## src/polygon_interior_seed_search_macros.svh

```systemverilog
// Assertion macros for the polygon interior seed search block.
`ifndef POLYGON_INTERIOR_SEED_SEARCH_MACROS_SVH
`define POLYGON_INTERIOR_SEED_SEARCH_MACROS_SVH
`ifndef SYNTHESIS
// Implication checked in the same cycle.
`define PIS_ASSERT_NOW(label, ante, cons) \
  label: assert property (@(posedge clk) disable iff (rst) (ante) |-> (cons)) \
    else $error("pis assertion failed");
// Implication checked in the next cycle.
`define PIS_ASSERT_NEXT(label, ante, cons) \
  label: assert property (@(posedge clk) disable iff (rst) (ante) |=> (cons)) \
    else $error("pis assertion failed");
`else
`define PIS_ASSERT_NOW(label, ante, cons)
`define PIS_ASSERT_NEXT(label, ante, cons)
`endif
`endif

```

## src/pis_div.sv

```systemverilog
// Iterative signed-by-unsigned divider, one quotient bit per cycle, truncating.
`default_nettype none
module pis_div #(
  parameter int SW = 41,
  parameter int CW = 9
) (
  input  wire logic                 clk,
  input  wire logic                 rst,
  input  wire logic                 start,
  input  wire logic signed [SW-1:0] dividend,
  input  wire logic [CW-1:0]        divisor,
  output logic                      done,
  output logic signed [SW-1:0]      quotient
);
  localparam int STW = $clog2(SW + 1);

  logic [SW-1:0]  q;
  logic [CW-1:0]  rem;
  logic [CW-1:0]  dvs;
  logic [STW-1:0] steps;
  logic           busy;
  logic           neg;
  logic [CW:0]    rem_sh;
  logic           fits;

  // Shift in the next dividend bit and trial subtract
  assign rem_sh = {rem, q[SW-1]};
  assign fits   = rem_sh >= {1'b0, dvs};

  always_ff @(posedge clk) begin
    if (rst) begin
      busy <= 1'b0;
      done <= 1'b0;
    end else begin
      done <= 1'b0;
      if (start) begin
        busy  <= 1'b1;
        steps <= STW'(SW);
        neg   <= dividend[SW-1];
        q     <= dividend[SW-1] ? SW'(-dividend) : SW'(dividend);
        rem   <= '0;
        dvs   <= divisor;
      end else if (busy) begin
        rem   <= fits ? CW'(rem_sh - {1'b0, dvs}) : rem_sh[CW-1:0];
        q     <= {q[SW-2:0], fits};
        steps <= steps - STW'(1);
        if (steps == STW'(1)) begin
          busy <= 1'b0;
          done <= 1'b1;
        end
      end
    end
  end

  // Apply the sign; truncation toward zero follows from the magnitude form
  assign quotient = neg ? -$signed(q) : $signed(q);
endmodule
`default_nettype wire

```

## config.mk

```make
export PLATFORM = sky130hd
export DESIGN_NAME = pis_div
export DESIGN_NICKNAME = d
export VERILOG_FILES = /design/src/polygon_interior_seed_search_macros.svh /design/src/pis_div.sv
export SDC_FILE = /design/constraint.sdc
export NUM_CORES = 1
export LEC_CHECK = 0
export BUFFER_PORTS_ARGS = -buffer_cell sky130_fd_sc_hd__buf_2
export CAP_MARGIN = 25
export CORE_ASPECT_RATIO = 0.7
export CORE_MARGIN = 10
export CORE_UTILIZATION = 61
export DETAILED_ROUTE_END_ITERATION = 10
export PLACE_DENSITY = 0.86
export SYNTH_ARGS = -nofsm -noshare
export SYNTH_HDL_FRONTEND = slang
export SYNTH_SLANG_ARGS = --single-unit
```

## constraint.sdc

```tcl
create_clock -name clk -period 9.7 [get_ports clk]
set_input_delay 0 -clock clk [delete_from_list [all_inputs] [get_ports clk]]
set_output_delay 0 -clock clk [all_outputs]
set_load 0.02 [all_outputs]
```

==> results of run 1 <==
## registers in the layout, indices dropped and copies added, names as in the netlist
signal	cells
q	41
done	1
rem	9
neg	1
dvs	9
steps	6
busy	1
## worst paths after layout
kind / from / to / slack, ns / cells past startpoint
worst max-delay path: q[21]$_DFFE_PP_ / quotient[33] / 6.40 / 6
worst min-delay path: dividend[36] / q[36]$_DFFE_PP_ / 0.04 / 3
worst max register to register: q[40]$_DFFE_PP_ / rem[5]$_SDFFCE_PP0P_ / 7.10 / 10
worst min register to register: busy$_SDFF_PP0_ / done$_SDFF_PP0_ / 0.48 / 1
## stage by stage
stage,instance area [µm²],instances,power [mW],worst slack [ns]
final,5980,754,0.890,6.40
after CTS,5970,753,0.888,6.52
after floorplan,5110,559,0.526,6.29
after detailed placement,5620,728,0.602,7.03
after global routing,5980,754,0.927,6.26
after global placement,5620,728,0.593,7.11
## per-layer routing
metal  wire (µm)  GRT usage
met1        6230      0.335
met2        6740      0.371
met3        2080     0.0642
met4         314     0.0840
met5           0          0
## cell families after synthesis
kind of cell / after synthesis
flops: 68
simple gates: 205
xor+xnor: 67
buf+inv: 58
fa+ha+maj: 14
compound gates: 142
mux: 5
## power by group through the flow
stage	sequential [mW]	combinational, mW	clock (mW)
after floorplan	0.373	0.153	0
after global placement	0.376	0.217	0
after detailed placement	0.378	0.224	0
after CTS	0.373	0.229	0.287
after global routing	0.376	0.254	0.297
final	0.374	0.232	0.284
## worst min-delay path: cells and delay by family
kind | cells | cell delay (ns)
buffers and inverters | 1 | 0.12
AND/OR/NAND/NOR | 1 | 0.07
AO/OA/AOI/OAI | 1 | 0.07
## synthesized netlist by cell type, drive strengths merged, types with 12 or more instances
library cell and instances:
xnor2 48, nand3 17, edfxtp 66, a21oi 32
o21ai 29, nor3 12, nand2 30, or4 18
or3 15, clkbuf 24, ha 13, xor2 19
o31ai 20, inv 27, nor2 60
## cell type report
type                            count  share of cell area
Inverter                           28              0.0176
Sequential cell                    68               0.338
Timing Repair Buffer              109               0.102
Clock inverter                      4             0.00293
Clock buffer                       11              0.0389
Multi-Input combinational cell    433               0.479
Tap cell                          101              0.0211
==> results, run 1 <==
- At the worst endpoint, the required time is 9.70 ns.
- The clock power share is 0.319.
- STA classifies the critical path startpoint as a flip-flop.
- Wires add up to between 15,000 and 20,000 µm.
- The number of levels in the clock H-tree is 3.
- In this run the cell area of the synthesized design comes to 5110 µm².
- The reported net switching power is 0.278 mW.
- Data arrives at the worst endpoint at 3.30 ns.
- The number of global-route vias before repair was 4,718.
- The register clock-pin slew on the reported worst setup and hold paths is 0.05 ns.
- The share of the clock period used by the worst path after layout is 0.340.
- The remaining number of nets flagged by the antenna check after routing is 0.
- The final setup TNS is 0 ns.
- The run finished with clean final reports.
- Once the clock tree was built, the setup fixing pass inserted 0 buffers.
- Measured on the finished design, the core utilization comes to 0.747.
- The residual overflow from global routing is 0.
- After the first detailed-routing iteration, the DRC count stood at just under 800.
- The number of iterations in the first detailed-routing pass is 6.
- In the layout the commonest cells are sky130_fd_sc_hd__buf_2, sky130_fd_sc_hd__edfxtp_1, sky130_fd_sc_hd__nor2_1.
- The multi-input combinational cells in the finished layout cover a total of 2860 µm².
- The critical path is of the flip-flop to output pin type.
- IR analysis of the VDD net gives a maximum drop of 0.128 mV.
- The clock period could shrink to 3.30 ns.
- The number of antenna violations at the first check in global routing came to 0.
- The number of warnings reported in the yosys synthesis log is 0.
- Dividing total power by cell area gives a power density of 149 nW/µm².
- 95 I/O pins were placed.
- The number of input and output port buffers inserted is 94.
- The xor and xnor area share after synthesis is 0.115.
- The share of total power dissipated in sequential elements is 0.420.
- The via total after detailed routing is a little over 5,000.
- The cell count after synthesis came out at 559.
- Broken down by cell family, the worst path's largest delay share belongs to simple AND/OR/NAND/NOR gates.
- The total inserted antenna cells is 0.
- Setup repair after global routing left no endpoint under its margin.
- The vertical die dimension is roughly 97 µm.
- Clock tree synthesis selected as its root buffer the cell sky130_fd_sc_hd__clkbuf_16.
- For this run, the slowest stage of the critical path takes around 0.6 ns.
- In the final layout, the share of cells above drive strength 1 is 0.185.
- The synthesized design spends more area on one cell type than any other, namely sky130_fd_sc_hd__edfxtp_1.
- By area the synthesized netlist is led by sky130_fd_sc_hd__edfxtp_1, sky130_fd_sc_hd__xnor2_1, sky130_fd_sc_hd__nor2_1, sky130_fd_sc_hd__xor2_1, sky130_fd_sc_hd__ha_1.
- By area, the combinational part of the netlist is dominated by simple AND/OR/NAND/NOR gates.
- The worst setup path is captured at an output pin.
- The detailed-route vias per instance is 6.68.
- In the routed design, unresolved DRC markers number 0.
- The post-synthesis adder-cell area fraction is 0.0358.
- The tree built by TritonCTS fans out to between 60 and 70 sinks.
- The average instance in the mapped netlist occupies 9.14 µm².
- The hold violation total from the final report was 0.
- The fraction of registers with async set or reset after synthesis is 0.
- Leaving out fill and tap cells, the most frequent cell in the layout is sky130_fd_sc_hd__buf_2.
- The filler cells instantiated in the layout total between 500 and 600.
- The sequential cell area fraction in the yosys report is 0.396.
- In this run the static leakage power is between 2 and 2.5 nW.
- The fraction of synthesized area in multiplexers is 0.00980.
- The portion of synthesized cell area occupied by the leading cell type is 0.388.
- Setup violations remaining at the end of the flow were counted as 0.
- Among all flip-flop cells after synthesis, the most frequent one is sky130_fd_sc_hd__edfxtp_1.
- The largest buffer count on any clock path is 2.
- The count of cells resized by post-cts repair is 0.
- The critical path goes through or4_1, nor4_1, nand4_1, o41ai_1, xnor2_1, buf_2.
- After floorplanning, the core was sized to cover 8010 µm².
- The path category of the worst min-delay check is input port to flip-flop.
- The footprint of the flip-flops and latches is 2020 µm².
- The complex-gate fraction of the synthesized area was 0.187.
- The net count after synthesis is between 600 and 700.
- The final count of pins violating max slew is 0.
- The number of maximum-capacitance violations is 0.
- Across every metal layer, demand over resource in global routing totals 0.245.
- The wire length per cell after detailed routing is 20.4 µm.
- Among all stages on the critical path, the largest delay is contributed by sky130_fd_sc_hd__or4_1.
- The die extent in x is 129 µm.
- The headroom to the max-slew limit is 0.319.
- The overall die area is 12,500 µm².
- At the end of the flow, the number of nets in the layout was 716.
- For the final database, setup skew stands at roughly 0.0044 ns.
- The congestion estimate from routability-driven global placement came to 0.885.
- The switching part of the total power is 0.313.
- For the pin with the worst max-slew slack, the measured transition is between 1 and 1.5 ns.
- The count of buffering cells on the critical path with inverters included is 1.
- Of the total synthesized cell area, the portion taken by AND, OR, NAND and NOR gates is 0.211.
- The growth of design area from synthesis to finish is 17.1%.
- Of the total power, combinational logic draws 0.261.
- The clock network latency to the later pin of the worst-skew pair is 0.33 ns.
- Synthesis inferred 68 register bits.
- The first global-routing pass estimated 24,200 µm of wire.
- The worst slack on hold paths is 0.0415 ns.
- The number of buffers inserted by hold repair at cts is 10.
- The largest net degree at the start of global routing is 106.
- After synthesis, the netlist uses 55 different library cells.
- The number of enable-type register cells in the synthesized netlist is 66.
- The row count is 27.
- Cell internal power was estimated by the tool at 0.612 mW.
- The wire-length estimate of the detail-placed layout is 11,000 µm.
- The starting utilization of the core area is 0.638.
- TritonCTS built the clock tree.
- Along the worst path, the maximum fanout reaches 6.
- The number of buffers added by the clock tree synthesis step is 9.
- The maximum achievable frequency is 303 MHz.
Note: power is estimated with default switching activity, not from simulation.
==> run 2, diff against run 1 <==
--- a/config.mk
+++ b/config.mk
@@ -5,13 +5,14 @@
 export SDC_FILE = /design/constraint.sdc
 export NUM_CORES = 1
 export LEC_CHECK = 0
+export ABC_AREA = 1
 export BUFFER_PORTS_ARGS = -buffer_cell sky130_fd_sc_hd__buf_2
 export CAP_MARGIN = 25
 export CORE_ASPECT_RATIO = 0.7
 export CORE_MARGIN = 10
-export CORE_UTILIZATION = 61
+export CORE_UTILIZATION = 58
 export DETAILED_ROUTE_END_ITERATION = 10
-export PLACE_DENSITY = 0.86
+export PLACE_DENSITY = 0.82
 export SYNTH_ARGS = -nofsm -noshare
 export SYNTH_HDL_FRONTEND = slang
 export SYNTH_SLANG_ARGS = --single-unit
==> constraint.sdc (replaced) <==
create_clock -name clk -period 3.2 [get_ports clk]
set_input_delay 0 -clock clk [delete_from_list [all_inputs] [get_ports clk]]
set_output_delay 0 -clock clk [all_outputs]
set_load 0.02 [all_outputs]
==> run 2 against run 1 <==
  * Sequential power grew to 3.0 times the previous value
  * Flip-flop and latch count did not move
  * Largest power group unchanged
  * Largest cell class unchanged
  * Register-to-register slack worse by 6.1 ns
  * Power grew to 3.3 times the previous value
  * Setup slack lost 5.5 ns
  * First-iteration DRC count down 15%
  * Sequential share of layout area decreased by 4.2 points
  * Clock-buffer cell count down 2
  * Critical path depth up 2
  * Final cell count grew 45%
==> results, run 2 <==
- The largest buffer count on any clock path was 2 (unchanged).
- Counting instances in the post-synthesis netlist gives the leading cell types as sky130_fd_sc_hd__nand2_1, sky130_fd_sc_hd__nor2_1, sky130_fd_sc_hd__inv_1.
- The global-route wire length before repair is 27,300 µm (+13%).
- The DRC violation count after routing is 0 (unchanged).
- The final setup TNS is 0 ns (unchanged).
- The sequential cell area fraction in the yosys report is 0.346 (-0.0495).
- The growth of design area from synthesis to finish is 16.9%.
- The clock period minus final worst setup slack is 2.29 ns.
- The critical hold path startpoint is dividend[38].
- The synthesized area per cell came to 6.76 µm² (-26%).
- The leakage dissipation is 3.21 nW (+43%).
- The fraction of registers with async set or reset after synthesis was 0 (unchanged).
- The maximum achievable frequency is between 400 and 500 MHz.
- The number of buffers inserted by hold repair at cts is 10 (unchanged).
- The wire length per cell after detailed routing came to 15.5 µm (-24%).
- The number of input and output port buffers inserted is 94 (unchanged).
- The post-CTS setup buffer count is 0 (unchanged).
- In the layout the commonest cells are sky130_fd_sc_hd__nand2_1, sky130_fd_sc_hd__nor2_1, sky130_fd_sc_hd__inv_1.
- The headroom to the max-slew limit is 0.531 (+0.212).
- The clock network latency to the later pin of the worst-skew pair is 0.34 ns (about the same).
- The worst reg2reg path endpoint is rem[7]$_SDFFCE_PP0P_.
- The flow ran to the end, and the final reports show no timing, DRC or antenna violations.
- The netlist area before placement is 5840 µm² (+14%).
- The total global-route track usage is 0.226 (-0.0191).
- The startpoint of the worst register-to-register path is q[40]$_DFFE_PP_.
- Counting flops per register, the top entry is q.
- The synthesized instance count was 864 (+55%).
- The largest net degree at the start of global routing is 54 (-49%).
- The most common library cell in the layout ignoring fill and taps is sky130_fd_sc_hd__nand2_1.
- The vertical die dimension is 104 µm (+7.6%).
- The count of cells along the worst register-to-register path was 13 (+3).
- Setup repair after global routing left no endpoint under its margin.
- The count of cells resized by post-cts repair is 0 (unchanged).
- Sorting the synthesized cells by area gives the leading types as sky130_fd_sc_hd__edfxtp_1, sky130_fd_sc_hd__nand2_1, sky130_fd_sc_hd__nor2_1, sky130_fd_sc_hd__nand3_1, sky130_fd_sc_hd__inv_1.
- The final instance count without filler cells is 1,095 (+45%).
- The count of clock tree sinks is 68 (unchanged).
- The number of enable-type register cells in the synthesized netlist is 66 (unchanged).
- The residual overflow from global routing is 0 (unchanged).
- The number of global-route vias before repair was 5,378 (+14%).
- The worst setup skew after layout is 0.00642 ns (+0.00203 ns).
- The number of buffers added by the clock tree synthesis step is 9 (unchanged).
- The master cell of the clock root buffer is sky130_fd_sc_hd__clkbuf_16.
- The number of maximum-capacitance violations is 0 (unchanged).
- The TritonCTS clock tree is yes.
- The net count after synthesis came to 931 (+49%).
- The total inserted antenna cells was 0 (unchanged).
- The via total after detailed routing is 6,114 (+21%).
- The largest vdd supply drop is 0.244 mV (+91%).
- The count of cell types in the netlist is 44 (-20%).
- The overall die area was 14,500 µm² (+16%).
- The category of the worst setup path launch point is a flip-flop.
- The area of the core is 9760 µm² (+22%).
- The flip-flop count of the largest register, all copies and words added came to 41 (unchanged).
- The setup-violating endpoint count in the final report came to 0 (unchanged).
- The number of antenna violations at the first check in global routing was 0 (unchanged).
- The net total in the final layout is 1,029 (+44%).
- The die extent in x is 140 µm (+8.2%).
- The post-placement cell count is 1,068 (+47%).
- The number of synthesized register bits is 68 (unchanged).
- The starting utilization of the core area was 0.598 (-0.0397).
- The setup slack of the worst register-to-register path is 1.05 ns (-6.05 ns).
- The violation count after the first detailed-route iteration is 659 (-15%).
- The I/O pin count was 95 (unchanged).
- The path type of the worst setup path is flip-flop to output pin.
- The share of final-layout standard cells stronger than drive strength 1 is 0.151 (-0.0343).
- The detailed-route vias per instance is 5.58 (-16%).
- Yosys instantiated no cell more often than sky130_fd_sc_hd__nand2_1.
- The critical path data arrival time was 2.29 ns (-1.01 ns).
- The placer congestion estimate came to 0.956 (+8.1%).
- The number of iterations in the first detailed-routing pass came to 6 (unchanged).
- The hold violation total from the final report came to 0 (unchanged).
- The number of levels in the clock H-tree was 3 (unchanged).
- The aggregate routed wire length came to 16,900 µm (+10%).
- STA classifies the critical path endpoint as an output pin.
- The power density normalized to cell area is 432 nW/µm² (+190%).
- The most used flip-flop cell after synthesis is sky130_fd_sc_hd__edfxtp_1.
- The portion of synthesized cell area occupied by the leading cell type is 0.339 (-0.0486).
- In the final layout, the registers with the most flip-flops are q x41, dvs x9, rem x9.
- The required time of the worst setup path came to 3.20 ns (-6.50 ns).
- The HPWL after detailed placement came to 13,300 µm (+20%).
- The cell count of the worst hold path was 4 (+1).
- The filler cell count is 831 (+41%).
- The remaining number of nets flagged by the antenna check after routing is 0 (unchanged).
- The row count came to 30 (+11%).
- The path class of the tightest hold or removal check is input port to flip-flop.
- The register clock-pin slew on the reported worst setup and hold paths is 0.06 ns (about the same).
- The highest fanout seen on the critical path came to 7 (+1).
- The number of warnings reported in the yosys synthesis log was 0 (unchanged).
- The measured slew at the worst slew-check pin is 0.704 ns (-0.304 ns).
- The share of the clock period used by the worst path after layout is 0.715.
- The largest total area in the synthesized netlist belongs to sky130_fd_sc_hd__edfxtp_1.
- The capture endpoint of the worst hold path is q[38]$_DFFE_PP_.
- The final count of pins violating max slew is 0 (unchanged).
-- run 2: worst max path at each step --
stage / from / end / slack (ns) / depth (start not counted)
final: q[0]$_DFFE_PP_ / quotient[20] / 0.91 / 8
after detailed placement: q[40]$_DFFE_PP_ / q[0]$_DFFE_PP_ / 1.08 / 12
after floorplan: start / q[0]$_DFFE_PP_ / 0.78 / 3
after CTS: q[0]$_DFFE_PP_ / quotient[20] / 0.92 / 8
after global placement: q[40]$_DFFE_PP_ / rem[1]$_SDFFCE_PP0P_ / 1.20 / 13
after global routing: q[0]$_DFFE_PP_ / quotient[20] / 0.76 / 8
-- run 2: layout make-up --
class,count,area [µm²],share of cell area
clock inverter,7,82.6,0.0121
multi-input combinational,674,3350,0.491
tap,128,160,0.0235
inverter,100,375,0.0550
clock buffer,9,225,0.0330
sequential,68,2020,0.296
timing repair buffer,109,608,0.0891
-- run 2: where the power goes --
group	leakage, nW	switching, mW	total (mW)	internal, mW
registers	0.647	0.0576	1.12	1.07
logic	2.42	0.525	0.786	0.261
clock network	0.145	0.424	1.04	0.617
-- run 2: critical path, stage by stage, from the launching register on --
cell and delay, ns:
sky130_fd_sc_hd__edfxtp_1 0.42, sky130_fd_sc_hd__inv_1 0.14, sky130_fd_sc_hd__ha_1 0.35, sky130_fd_sc_hd__nand3_4 0.16
sky130_fd_sc_hd__nor2_8 0.17, sky130_fd_sc_hd__nand3_4 0.10, sky130_fd_sc_hd__o21ai_4 0.19, sky130_fd_sc_hd__xor2_1 0.21
sky130_fd_sc_hd__buf_2 0.20
-- run 2: per-layer routing --
layer / routed length [µm] / track usage / up-vias / share of wire
li1: - / - / 3011 / -
met1: 7980 / 0.340 / 2768 / 0.47
met2: 6970 / 0.317 / 327 / 0.41
met3: 1850 / 0.0511 / 8 / 0.11
met4: 132 / 0.0471 / 0 / 0.0078
met5: 0 / 0 / - / 0
-- run 2: logic make-up after synthesis --
family,synth area share
compound gates,0.0750
xor+xnor,0.0615
simple gates,0.404
fa+ha+maj,0.0313
flops,0.346
buf+inv,0.0819
-- run 2: through the flow --
| step | hold WS (ns) | util | instance area [µm²] | power, mW | worst slack [ns] |
|---|---|---|---|---|---|
| 2_1_floorplan | 0.0771 | - | 5840 | 1.66 | 0.781 |
| 3_3_place_gp | 0.177 | 0.657 | 6410 | 1.89 | 1.20 |
| 3_5_place_dp | 0.178 | 0.657 | 6410 | 1.90 | 1.08 |
| 4_1_cts | 0.0421 | 0.698 | 6820 | 2.95 | 0.922 |
| 5_1_grt | 0.0672 | 0.699 | 6820 | 3.08 | 0.764 |
| 6_report | 0.0410 | 0.699 | 6820 | 2.95 | 0.911 |
==> run 3, diff against run 2 <==
--- a/config.mk
+++ b/config.mk
@@ -5,14 +5,14 @@
 export SDC_FILE = /design/constraint.sdc
 export NUM_CORES = 1
 export LEC_CHECK = 0
-export ABC_AREA = 1
+export ABC_AREA = 0
 export BUFFER_PORTS_ARGS = -buffer_cell sky130_fd_sc_hd__buf_2
 export CAP_MARGIN = 25
 export CORE_ASPECT_RATIO = 0.7
 export CORE_MARGIN = 10
-export CORE_UTILIZATION = 58
+export CORE_UTILIZATION = 51
 export DETAILED_ROUTE_END_ITERATION = 10
-export PLACE_DENSITY = 0.82
+export PLACE_DENSITY = 0.77
 export SYNTH_ARGS = -nofsm -noshare
 export SYNTH_HDL_FRONTEND = slang
 export SYNTH_SLANG_ARGS = --single-unit
==> constraint.sdc (replaced) <==
create_clock -name clk -period 2.1 [get_ports clk]
set_input_delay 0 -clock clk [delete_from_list [all_inputs] [get_ports clk]]
set_output_delay 0 -clock clk [all_outputs]
set_load 0.02 [all_outputs]
==> run 3 against run 2 <==
  * The run now ends with negative setup slack left
  * Register-to-register slack lost 1.3 ns
  * Power rose by 61%
  * Combinational power grew 95%
  * Global-route usage decreased by 0.20 points
  * Sequential share of layout area down 2.4 points
  * Clock-buffer cell count is 4 higher
  * Worst hold slack better by 0.0065 ns
  * First-iteration DRC count up 26%
  * Clock power rose by 46%
  * Largest power group unchanged
==> results, run 3 (synthesis gave the netlist of run 1 again) <==
- The share of final-layout standard cells stronger than drive strength 1 is 0.391 (+0.240).
- The required time of the worst setup path was 2.10 ns (-1.10 ns).
- The maximum achievable frequency is 391 MHz.
- The area growth from synthesis to layout is 45.5%.
- The post-route core utilization came to 0.765 (+0.0655).
- The largest vdd supply drop is 0.478 mV (+96%).
- The worst setup margin was -0.458 ns (-1.37 ns).
- The total cell area at the placement stage was 6410 µm² (+0.12%).
- The residual overflow from global routing is 0 (unchanged).
- The total global-route track usage is 0.224 (-0.00196).
- The leakage dissipation is 2.93 nW (-8.9%).
- The final count of pins violating max slew is 0 (unchanged).
- The largest net degree at the start of global routing is 106 (+96%).
- The worst setup skew after layout is 0.00907 ns (+0.00265 ns).
- Of the available clock period, the critical path in the final layout requires 1.22.
- The most flop-heavy register is q.
- The largest buffer count on any clock path is 2 (unchanged).
- The via total after detailed routing is 5,581 (-8.7%).
- The wire length per cell after detailed routing is 20.9 µm (+35%).
- The clock network latency to the later pin of the worst-skew pair is 0.34 ns (about the same).
- The startpoint of the worst register-to-register path is q[40]$_DFFE_PP_.
- For hold timing, the worst endpoint is q[24]$_DFFE_PP_.
- The critical path data arrival time came to 2.56 ns (+0.27 ns).
- The cell count of the worst hold path is 3 (-1).
- The I/O pin count is 95 (unchanged).
- The hold violation total from the final report is 0 (unchanged).
- The count of clock tree sinks is 68 (unchanged).
- The overall die area is 14,500 µm² (-0.42%).
- Traced cell by cell, the critical path runs through or4_4, nor3_4, nand4_1, o41ai_2, xnor2_1, buf_4.
- The worst reg2reg path endpoint is rem[6]$_SDFFCE_PP0P_.
- The number of input and output port buffers inserted is 94 (unchanged).
- The measured slew at the worst slew-check pin is 0.616 ns (-0.0873 ns).
- The family with the most delay on the worst path is simple AND/OR/NAND/NOR gates.
- The kind of capture point of the worst setup path is an output pin.
- The register clock-pin slew on the reported worst setup and hold paths is 0.05 ns (about the same).
- The path category of the worst min-delay check is input port to flip-flop.
- The final standard cell area without fillers is 7430 µm² (+8.9%).
- The number of iterations in the first detailed-routing pass is 6 (unchanged).
- The count of buffering cells on the critical path with inverters included was 1 (-1).
- The aggregate routed wire length was 18,600 µm (+10%).
- The slowest stage of the critical path belongs to the cell sky130_fd_sc_hd__or4_4.
- The global-route wire length before repair is 26,900 µm (-1.6%).
- The flip-flop count of the largest register, all copies and words added is 41 (unchanged).
- Leaving out fill and tap cells, the most frequent cell in the layout is sky130_fd_sc_hd__buf_4.
- The number of global-route vias before repair is 5,244 (-2.5%).
- The vertical die dimension came to 104 µm (-0.21%).
- In the final layout, the registers with the most flip-flops are q x41, dvs x9, rem x9.
- The number of antenna violations at the first check in global routing was 4 (+4).
- The setup slack of the worst register-to-register path is -0.23 ns (-1.28 ns).
- The worst slack on hold paths is 0.0474 ns (+0.00646 ns).
- The row count came to 30 (unchanged).
- The remaining number of nets flagged by the antenna check after routing is 0 (unchanged).
- The count of cells along the worst register-to-register path is 10 (-3).
- The power density normalized to cell area is 641 nW/µm² (+48%).
- The placer congestion estimate is 0.922 (-3.6%).
- The most critical setup path has its startpoint at q[14]$_DFFE_PP_.
- The DRC violation count after routing is 0 (unchanged).
- The final reports fail on negative setup slack.
- The HPWL after detailed placement is 11,800 µm (-11%).
- The die extent in x was 140 µm (-0.22%).
- The final setup TNS is -10.19 ns (-10.19 ns).
- The critical hold path startpoint is dividend[24].
- The highest cell delay on the worst timing path is 0.59 ns (+0.17 ns).
- The detailed-route vias per instance is 6.26 (+12%).
- The setup-violating endpoint count in the final report is 39 (+39).
- The number of buffers added by the clock tree synthesis step is 9 (unchanged).
- The master cell of the clock root buffer is sky130_fd_sc_hd__clkbuf_16.
- The area of the core is 9720 µm² (-0.38%).
- Leaving out fill and tap cells, the most frequent cells in the layout are sky130_fd_sc_hd__buf_4, sky130_fd_sc_hd__buf_2, sky130_fd_sc_hd__edfxtp_1.
- The number of levels in the clock H-tree was 3 (unchanged).
- For the finished layout, the period the worst path requires is 2.56 ns.
- The headroom to the max-slew limit is 0.589 (+0.0582).
- The violation count after the first detailed-route iteration is 832 (+26%).
- The worst setup path is launched from a flip-flop.
- The highest fanout seen on the critical path is 5 (-2).
- The path type of the worst setup path is flip-flop to output pin.
- Setup repair after global routing could not meet its margin everywhere.
- The flow ran to the end, but the final reports show violations.
- The number of maximum-capacitance violations is 0 (unchanged).
- The starting utilization of the core area is 0.525 (-0.0729).
- TritonCTS built the clock tree.
- The net total in the final layout was 825 (-20%).
## run 3: cell count changes in the layout (fill, tap and decap cells not counted), sizes merged, moves of 40 or more
cell / before / now
nand3: 97 / 17
nor2: 140 / 60
inv: 103 / 27
nand2: 271 / 30
buf: 99 / 207
xnor2: 8 / 48
## run 3: per-stage QoR
step / setup slack, ns / cells / power [mW]
floorplan: -0.250 / 559 / 2.45
global placement: -0.284 / 848 / 2.90
detailed placement: -0.305 / 848 / 2.94
CTS: -0.428 / 880 / 4.59
global route: -0.535 / 892 / 4.93
finish: -0.458 / 892 / 4.76
## run 3: worst max path at each step
stage | endpoint | slack, ns | cells past startpoint
after floorplan | q[34]$_DFFE_PP_ | -0.25 | 7
after global placement | q[38]$_DFFE_PP_ | -0.28 | 6
after detailed placement | q[38]$_DFFE_PP_ | -0.30 | 6
after CTS | quotient[40] | -0.43 | 7
after global routing | quotient[30] | -0.53 | 6
final | quotient[30] | -0.46 | 6
## run 3: worst min-delay path, cell delays in order
cell                      delay, ns
sky130_fd_sc_hd__buf_2         0.12
sky130_fd_sc_hd__a31oi_1       0.08
sky130_fd_sc_hd__nand3_1       0.07
## run 3: per-layer routing
layer,share of wire,global-route usage,up-vias
met2,0.45,0.333,370
met3,0.12,0.0835,83
met5,0.00038,0,-
li1,-,-,2521
met1,0.39,0.290,2605
met4,0.046,0.0801,2
## run 3: timing repair
action | CTS | global route
hold buffers | 10 | 0
gates resized for setup | 63 | 46
hold endpoints to repair | 10 | 0
buffers inserted | 5 | 11
cloned | 1 | 0
setup endpoints to repair | 39 | 46
pin swaps | 30 | 24
## run 3: final cells by class
class | count | area, µm²
Multi-Input combinational cell | 434 | 3350
Fill cell | 620 | 2290
Sequential cell | 68 | 2020
Timing Repair Buffer | 217 | 1500
Clock buffer | 13 | 250
Tap cell | 128 | 160
Inverter | 28 | 105
Clock inverter | 3 | 38.8
Antenna cell | 1 | 2.50
## run 3: power breakdown
| group | switching, mW | internal [mW] | leakage [nW] | total, mW |
|---|---|---|---|---|
| sequential | 0.0856 | 1.63 | 0.642 | 1.71 |
| combinational | 0.847 | 0.684 | 2.14 | 1.53 |
| clock | 0.572 | 0.947 | 0.141 | 1.52 |
